<file path="config.mk">
export PLATFORM = sky130hd
export DESIGN_NAME = preemption_action_sequencer_unit
export DESIGN_NICKNAME = d
export VERILOG_FILES = /design/src/hw/rtl/pas_pkg.sv /design/src/hw/rtl/preemption_action_sequencer_unit.sv
export SDC_FILE = /design/constraint.sdc
export NUM_CORES = 1
export LEC_CHECK = 0
export BUFFER_PORTS_ARGS = -buffer_cell sky130_fd_sc_hd__buf_2
export CAP_MARGIN = 20
export CORE_MARGIN = 2
export CORE_UTILIZATION = 59
export DETAILED_ROUTE_END_ITERATION = 8
export MAX_ROUTING_LAYER = met4
export PLACE_DENSITY = 0.79
export SETUP_SLACK_MARGIN = 0.2
export SKIP_LAST_GASP = 1
export SLEW_MARGIN = 20
export SYNTH_ARGS = -nofsm -noshare
export SYNTH_HDL_FRONTEND = slang
export SYNTH_SLANG_ARGS = --single-unit
</file>
<file path="constraint.sdc">
create_clock -name clk -period 2.9 [get_ports clk]
set_input_delay 0.58 -clock clk [delete_from_list [all_inputs] [get_ports clk]]
set_output_delay 0.58 -clock clk [all_outputs]
set_load 0.01 [all_outputs]
</file>
<file path="src/hw/rtl/pas_pkg.sv">
`default_nettype none

package pas_pkg;

    // Event codes carried on the opcode field.
    typedef enum logic [2:0] {
        OP_START    = 3'd0,
        OP_STOP     = 3'd1,
        OP_RENDER   = 3'd2,
        OP_TAKE     = 3'd3,
        OP_COMPLETE = 3'd4
    } op_t;

    // Lifecycle mode of the sequencer.
    typedef enum logic [2:0] {
        M_OFFLINE   = 3'd0,
        M_IDLE      = 3'd1,
        M_CANCELING = 3'd2,
        M_RETRYING  = 3'd3,
        M_COMPLETE  = 3'd4,
        M_FAULTED   = 3'd5,
        M_STOPPING  = 3'd6
    } mode_t;

    // Action codes for pending, active, taken and completed actions.
    typedef enum logic [1:0] {
        A_NONE   = 2'd0,
        A_CANCEL = 2'd1,
        A_RETRY  = 2'd2
    } act_t;

    // Width of the tag and taken generation fields.
    localparam int unsigned TAG_W = 32;

endpackage

`default_nettype wire

</file>
<file path="src/hw/rtl/preemption_action_sequencer_unit.sv">
// Channel  | Handshake            | Word fields
// ---------+----------------------+-------------------------------------------------
// input    | in_valid / in_ready  | opcode, tag_generation, done_action, succeeded
// output   | out_valid / out_ready| accepted, taken_action, taken_generation,
//          |                      | mode_now, consistent
//
// An input word is captured in an input register; the event is applied to the state
// once the output register can take it, and its result is loaded into that register.
// out_valid is driven from the output register; one word per cycle is sustained while out_ready is high.
// The input register moves on whenever the output register is empty or being taken,
// so a stall on the output holds at most one word in each register.
// Reset puts the sequencer offline with all actions, flags and generations cleared.

`default_nettype none

module preemption_action_sequencer_unit
    import pas_pkg::*;
#(
    parameter int unsigned GEN_WIDTH = 32
) (
    input  wire logic             clk,
    input  wire logic             rst_n,
    input  wire logic             in_valid,
    output      logic             in_ready,
    input  wire logic [2:0]       opcode,
    input  wire logic [TAG_W-1:0] tag_generation,
    input  wire logic [1:0]       done_action,
    input  wire logic             succeeded,
    output      logic             out_valid,
    input  wire logic             out_ready,
    output      logic             accepted,
    output      logic [1:0]       taken_action,
    output      logic [TAG_W-1:0] taken_generation,
    output      logic [2:0]       mode_now,
    output      logic             consistent
);

    // Compare width wide enough for both the tag and a generation.
    localparam int unsigned CMP_W = (GEN_WIDTH > TAG_W) ? GEN_WIDTH : TAG_W;

    // Input register.
    logic                 in_vld_reg, in_vld_next;
    logic [2:0]           op_reg;
    logic [TAG_W-1:0]     tag_reg;
    logic [1:0]           dact_reg;
    logic                 ok_reg;

    // Sequencer state.
    mode_t                mode_reg, mode_next;
    act_t                 pend_reg, pend_next;
    act_t                 actv_reg, actv_next;
    logic [GEN_WIDTH-1:0] gen_reg, gen_next;
    logic [GEN_WIDTH-1:0] agen_reg, agen_next;
    logic                 started_reg, started_next;
    logic                 stop_reg, stop_next;

    // Output register.
    logic                 out_vld_reg, out_vld_next;
    logic                 acc_reg, acc_next;
    act_t                 took_reg, took_next;
    logic [TAG_W-1:0]     tgen_reg, tgen_next;
    mode_t                mout_reg;
    logic                 cons_reg, cons_next;

    logic                 adv;
    logic [GEN_WIDTH-1:0] gen_inc;
    logic [GEN_WIDTH-1:0] gen_adv;
    logic [CMP_W-1:0]     tag_ext;
    logic [CMP_W-1:0]     agen_ext;
    logic [CMP_W-1:0]     gen_ext;
    logic                 settled;

    // The event in the input register is applied when the output register can take it.
    assign adv      = in_vld_reg && (!out_vld_reg || out_ready);
    assign in_ready = !in_vld_reg || adv;

    assign in_vld_next  = (in_valid && in_ready) ? 1'b1 : (adv ? 1'b0 : in_vld_reg);
    assign out_vld_next = adv ? 1'b1 : (out_ready ? 1'b0 : out_vld_reg);

    // Generation counter advance skips zero on wrap.
    assign gen_inc  = gen_reg + GEN_WIDTH'(1);
    assign gen_adv  = (gen_inc == '0) ? GEN_WIDTH'(1) : gen_inc;
    assign tag_ext  = CMP_W'(tag_reg);
    assign agen_ext = CMP_W'(agen_reg);
    assign gen_ext  = CMP_W'(gen_reg);

    // Next state and event acceptance.
    always_comb
    begin
        mode_next    = mode_reg;
        pend_next    = pend_reg;
        actv_next    = actv_reg;
        gen_next     = gen_reg;
        agen_next    = agen_reg;
        started_next = started_reg;
        stop_next    = stop_reg;
        acc_next     = 1'b0;
        took_next    = A_NONE;
        tgen_next    = '0;
        case (op_reg)
            OP_START:
            begin
                if (!started_reg && !stop_reg && mode_reg == M_OFFLINE &&
                    pend_reg == A_NONE && actv_reg == A_NONE)
                begin
                    gen_next     = gen_adv;
                    mode_next    = M_IDLE;
                    started_next = 1'b1;
                    acc_next     = 1'b1;
                end
            end
            OP_STOP:
            begin
                if (started_reg && !stop_reg)
                begin
                    started_next = 1'b0;
                    pend_next    = A_NONE;
                    if (actv_reg == A_NONE)
                    begin
                        mode_next = M_OFFLINE;
                    end
                    else
                    begin
                        mode_next = M_STOPPING;
                        stop_next = 1'b1;
                    end
                    acc_next = 1'b1;
                end
            end
            OP_RENDER:
            begin
                if (started_reg && !stop_reg && pend_reg == A_NONE &&
                    actv_reg == A_NONE &&
                    (mode_reg == M_IDLE || mode_reg == M_COMPLETE ||
                     mode_reg == M_FAULTED))
                begin
                    gen_next  = gen_adv;
                    mode_next = M_CANCELING;
                    pend_next = A_CANCEL;
                    acc_next  = 1'b1;
                end
            end
            OP_TAKE:
            begin
                if (!stop_reg && actv_reg == A_NONE && pend_reg != A_NONE)
                begin
                    took_next = pend_reg;
                    tgen_next = TAG_W'(gen_ext);
                    pend_next = A_NONE;
                    actv_next = pend_reg;
                    agen_next = gen_reg;
                    acc_next  = 1'b1;
                end
            end
            OP_COMPLETE:
            begin
                if (dact_reg != A_NONE && dact_reg == actv_reg &&
                    tag_ext != '0 && tag_ext == agen_ext)
                begin
                    actv_next = A_NONE;
                    agen_next = '0;
                    acc_next  = 1'b1;
                    if (stop_reg)
                    begin
                        mode_next = M_OFFLINE;
                        pend_next = A_NONE;
                        stop_next = 1'b0;
                    end
                    else if (dact_reg == A_CANCEL)
                    begin
                        if (ok_reg)
                        begin
                            mode_next = M_RETRYING;
                            pend_next = A_RETRY;
                        end
                        else
                        begin
                            mode_next = M_FAULTED;
                        end
                    end
                    else
                    begin
                        mode_next = ok_reg ? M_COMPLETE : M_FAULTED;
                    end
                end
            end
            default:
            begin
                acc_next = 1'b0;
            end
        endcase
    end

    // Consistency check over the new state, reported with the result word.
    always_comb
    begin
        settled   = (mode_next == M_IDLE || mode_next == M_COMPLETE ||
                     mode_next == M_FAULTED);
        cons_next = 1'b1;
        if (mode_next > M_STOPPING || pend_next > A_RETRY || actv_next > A_RETRY)
            cons_next = 1'b0;
        if ((actv_next == A_NONE) != (agen_next == '0))
            cons_next = 1'b0;
        if (pend_next != A_NONE && actv_next != A_NONE)
            cons_next = 1'b0;
        if (mode_next == M_OFFLINE && (started_next || stop_next ||
            pend_next != A_NONE || actv_next != A_NONE))
            cons_next = 1'b0;
        if (mode_next == M_STOPPING && (started_next || !stop_next ||
            actv_next == A_NONE))
            cons_next = 1'b0;
        if (stop_next != (mode_next == M_STOPPING))
            cons_next = 1'b0;
        if (settled && (pend_next != A_NONE || actv_next != A_NONE))
            cons_next = 1'b0;
        if (mode_next == M_CANCELING && pend_next != A_CANCEL && actv_next != A_CANCEL)
            cons_next = 1'b0;
        if (mode_next == M_RETRYING && pend_next != A_RETRY && actv_next != A_RETRY)
            cons_next = 1'b0;
    end

    // Handshake control and sequencer state.
    always_ff @(posedge clk or negedge rst_n)
    begin
        if (!rst_n)
        begin
            in_vld_reg  <= 1'b0;
            out_vld_reg <= 1'b0;
            mode_reg    <= M_OFFLINE;
            pend_reg    <= A_NONE;
            actv_reg    <= A_NONE;
            gen_reg     <= '0;
            agen_reg    <= '0;
            started_reg <= 1'b0;
            stop_reg    <= 1'b0;
        end
        else
        begin
            in_vld_reg  <= in_vld_next;
            out_vld_reg <= out_vld_next;
            if (adv)
            begin
                mode_reg    <= mode_next;
                pend_reg    <= pend_next;
                actv_reg    <= actv_next;
                gen_reg     <= gen_next;
                agen_reg    <= agen_next;
                started_reg <= started_next;
                stop_reg    <= stop_next;
            end
        end
    end

    // Input word capture.
    always_ff @(posedge clk)
    begin
        if (in_valid && in_ready)
        begin
            op_reg   <= opcode;
            tag_reg  <= tag_generation;
            dact_reg <= done_action;
            ok_reg   <= succeeded;
        end
    end

    // Result word capture.
    always_ff @(posedge clk)
    begin
        if (adv)
        begin
            acc_reg  <= acc_next;
            took_reg <= took_next;
            tgen_reg <= tgen_next;
            mout_reg <= mode_next;
            cons_reg <= cons_next;
        end
    end

    assign out_valid        = out_vld_reg;
    assign accepted         = acc_reg;
    assign taken_action     = took_reg;
    assign taken_generation = tgen_reg;
    assign mode_now         = mout_reg;
    assign consistent       = cons_reg;

    // The stop flag is set exactly while the sequencer is stopping.
    assert property (@(posedge clk) disable iff (!rst_n)
        (mode_reg == M_STOPPING) == stop_reg)
        else $error("stop flag out of step with stopping mode");

    // A pending and an active action never coexist.
    assert property (@(posedge clk) disable iff (!rst_n)
        !(pend_reg != A_NONE && actv_reg != A_NONE))
        else $error("pending and active action both present");

    // A rejected event leaves the state untouched.
    assert property (@(posedge clk) disable iff (!rst_n)
        (adv && !acc_next) |=> ($stable(mode_reg) && $stable(gen_reg) &&
        $stable(pend_reg) && $stable(actv_reg) && $stable(agen_reg)))
        else $error("rejected event changed state");

    // A handed-out action is always reported as accepted.
    assert property (@(posedge clk) disable iff (!rst_n)
        (out_vld_reg && took_reg != A_NONE) |-> acc_reg)
        else $error("action taken without acceptance");

    // Once started, the generation counter is never zero.
    assert property (@(posedge clk) disable iff (!rst_n)
        started_reg |-> (gen_reg != '0))
        else $error("zero generation while started");

endmodule

`default_nettype wire
</file>
==> reports/results.ini <==
[grt]
number_of_global_route_vias_before_repair = 5583
global_route_wire_length_before_repair_mm = 29.5
gr-total-overflow = 0
grt_start_max_net_pins = 76
antenna_violations_before_repair = 0
track_usage_pct = 30.2

[worst_setup_path]
worstSetupEndpointType = register
timing.critical_path.from_type = register
timing.critical_path.fanout_max = 3
arrival_ns = 3.15
worstSetupPathType = register to register
critPathRequiredTime_ns = 3.07

[placed_design]
dp.cells = 861
place_hpwl_mm = 12.5
final_weighted_congestion_in_routability_driven_placement = 1.11
numPortBuffers = 82
preCtsSetupSlack_ns = -0.0690

[synthesis]
synth-seq-cells = 152
ffs_w_async_s_r_synth_pct = 49.3
yosysWarnings = 0
synth_top_area_share_pct = 31.7
ys_dominant_reg_cell = edfxtp_1
synth.area.top_cells = edfxtp_1 (32%), dfrtp_1 (26%), xnor2_1 (5.2%)
seq_area_frac_synth_pct = 57.5
synth_area_um2 = 7280
synthesized_net_count = 670
synth_enable_flop_cells = 77
synthesis.instances = 627
avgSynthCellArea_um2 = 11.6
synth_top_cell_by_area = edfxtp_1
synth_cell_types = 68

[detailed_routing]
drtPass1Iterations = 5
first_iter_violations = 632
postRouteWirelength_mm = 18.8
wire_per_inst_um = 20.7
detailroute.via_count = 5788
detail_route.drc_violations = 0
route.antenna.remaining_nets = 0
route.detailed.vias_per_inst = 6.40

[timing]
max_clock_freq_mhz = 336
finalHoldViolCount = 0
totalNegativeSetupSlack_ns = -0.0806
worst_hold_slack_across_all_endpoints_ns = 0.159
finalMaxSlewViolations = 0
tightest_slew_margin_relative_to_the_limit_pct = 46.6
setup_violations = 1
setup_repair_after_global_routing_missed_its_margin = yes
post-route-period-util_pct = 103
post_route_worst_setup_slack_ns = -0.0806
period_needed_ns = 2.98
transition_time_at_the_pin_with_the_least_slew_margin_ns = 0.798
worst_clock_skew_ns = 0.0108

[outcome]
status = complete, but fails checks
failed_checks = negative setup slack

[clock_tree]
cts_root_cell = clkbuf_16
ctsLongestPathBuffers = 2
tritoncts_buffers = 17
path_clk_slew_ns = 0.06
tritoncts_num_sinks = 152
clk_latency_ns = 0.43
htree_num_levels = 4
tritoncts_clock_tree = built
cts_hold_buf = 0

[layout]
final-instance-count-excl-fill = 904
layout-drive-gt1-share_pct = 29.6
diodes = 0
area_growth_syn_to_layout_pct = 22.9
nNetsFinal = 787

[floorplanning]
initial_core_util_pct = 60.6
chipWidth_um = 115
die_y_um = 115
placementRows = 40
design.portCount = 83
core_area_um2 = 12000
floorplan.die_area_um2 = 13300

[flow_run]
drv_cap = 0

[pwr]
total_power_w = 0.00544
power_density_nw_per_um2 = 607
irDropWorstVdd_v = 0.000432
power.leakage_nw = 3.81

[min_path]
holdCritPathClass = input port to asynchronous set/reset pin

-- stage by stage --
| step | util, % | cell area (um2) |
|---|---|---|
| 5_1_grt | 74.5 | 8950 |
| 3_5_place_dp | 67.4 | 8100 |
| 3_3_place_gp | 67.4 | 8100 |
| 2_1_floorplan | - | 7280 |
| 4_1_cts | 73.3 | 8800 |
| 6_report | 74.5 | 8950 |
-- path summary, 6_finish.rpt --
path                                     to  slack (ns)  depth (start not counted)           start
worst min register to register    out_valid        0.50                          1      in_vld_reg
max in group asynchronous       gen_ext[20]        2.36                          2           rst_n
worst min-delay path            started_reg        0.16                          2           rst_n
worst max register to register   consistent       -0.08                          8    agen_ext[22]
min in group clk                dact_reg[1]        0.32                          1  done_action[1]
worst max-delay path             consistent       -0.08                          8    agen_ext[22]
-- worst max-delay path, stage by stage, from the launching register on --
cell	delay [ns]
dfrtp_1	0.42
xor2_1	0.20
nor4_2	0.35
nand4_1	0.27
or4_4	0.62
a211o_1	0.33
a221o_1	0.35
o311ai_4	0.08
a221oi_2	0.10
-- final cells by class --
cell class	instances	area, um2
flip-flops and latches	152	4200
inverters	11	41.3
multi-input cells	423	3050
well taps	147	184
clock inverters	15	178
fillers	796	3060
repair buffers	139	880
clock buffers	17	425
-- cells in the final DEF (no fill, tap or decap), types with 6 or more instances in the layout --
cell type and count:
buf_2 82, edfxtp_1 77, dfrtp_1 69, buf_4 53
and2_1 41, xnor2_1 40, nor2_1 32, a22o_1 32
nand2_1 31, xor2_1 29, nor4_1 22, nand4_1 22
clkbuf_16 17, nand3_1 15, a21oi_1 15, nor3_1 13
o21ai_0 11, inv_1 9, and4_1 8, nand2b_1 7
nor4_2 6, and3_1 6, dfrtp_2 6
-- logic make-up (layout without fill, tap and decap cells) --
family                   count (synthesis)  after routing  synth area share [%]
AO/OA/AOI/OAI                          102            102                  10.6
XOR/XNOR                                73             73                  8.78
adder cells (fa/ha/maj)                  2              2                 0.309
buffers and inverters                   53            182                  2.90
flip-flops                             152            152                  57.5
AND/OR/NAND/NOR                        245            246                  19.9
-- routing by layer --
layer / vias up / track usage [%] / routed length, um
li1: 2565 / - / -
met1: 2825 / 39.5 / 7460
met2: 333 / 46.5 / 9310
met3: 65 / 6.85 / 1420
met4: 0 / 11.2 / 566
met5: - / - / 0
-- power breakdown --
part	total (W)	internal (W)	switching, W
logic	0.000683	0.000283	0.000400
registers	0.00251	0.00241	0.0000985
clock network	0.00225	0.00135	0.000895
-- repair_timing --
action / in CTS / in global routing
buffers inserted: 5 / 5
gates cloned: 0 / 1
endpoints found under the hold margin: 0 / 0
pin swaps: 9 / 6
setup endpoints to repair: 38 / 55
resized for setup: 12 / 23
-- Yosys cell counts, drive strengths merged (16+ instances only) --
cell,number
nand2,33
a22o,32
edfxtp,77
nor3,16
xnor2,43
clkbuf,31
and2,42
nor2,34
nand4,22
nor4,29
dfrtp,75
xor2,30
nand3,17
Power figures use the tool's default switching activity.
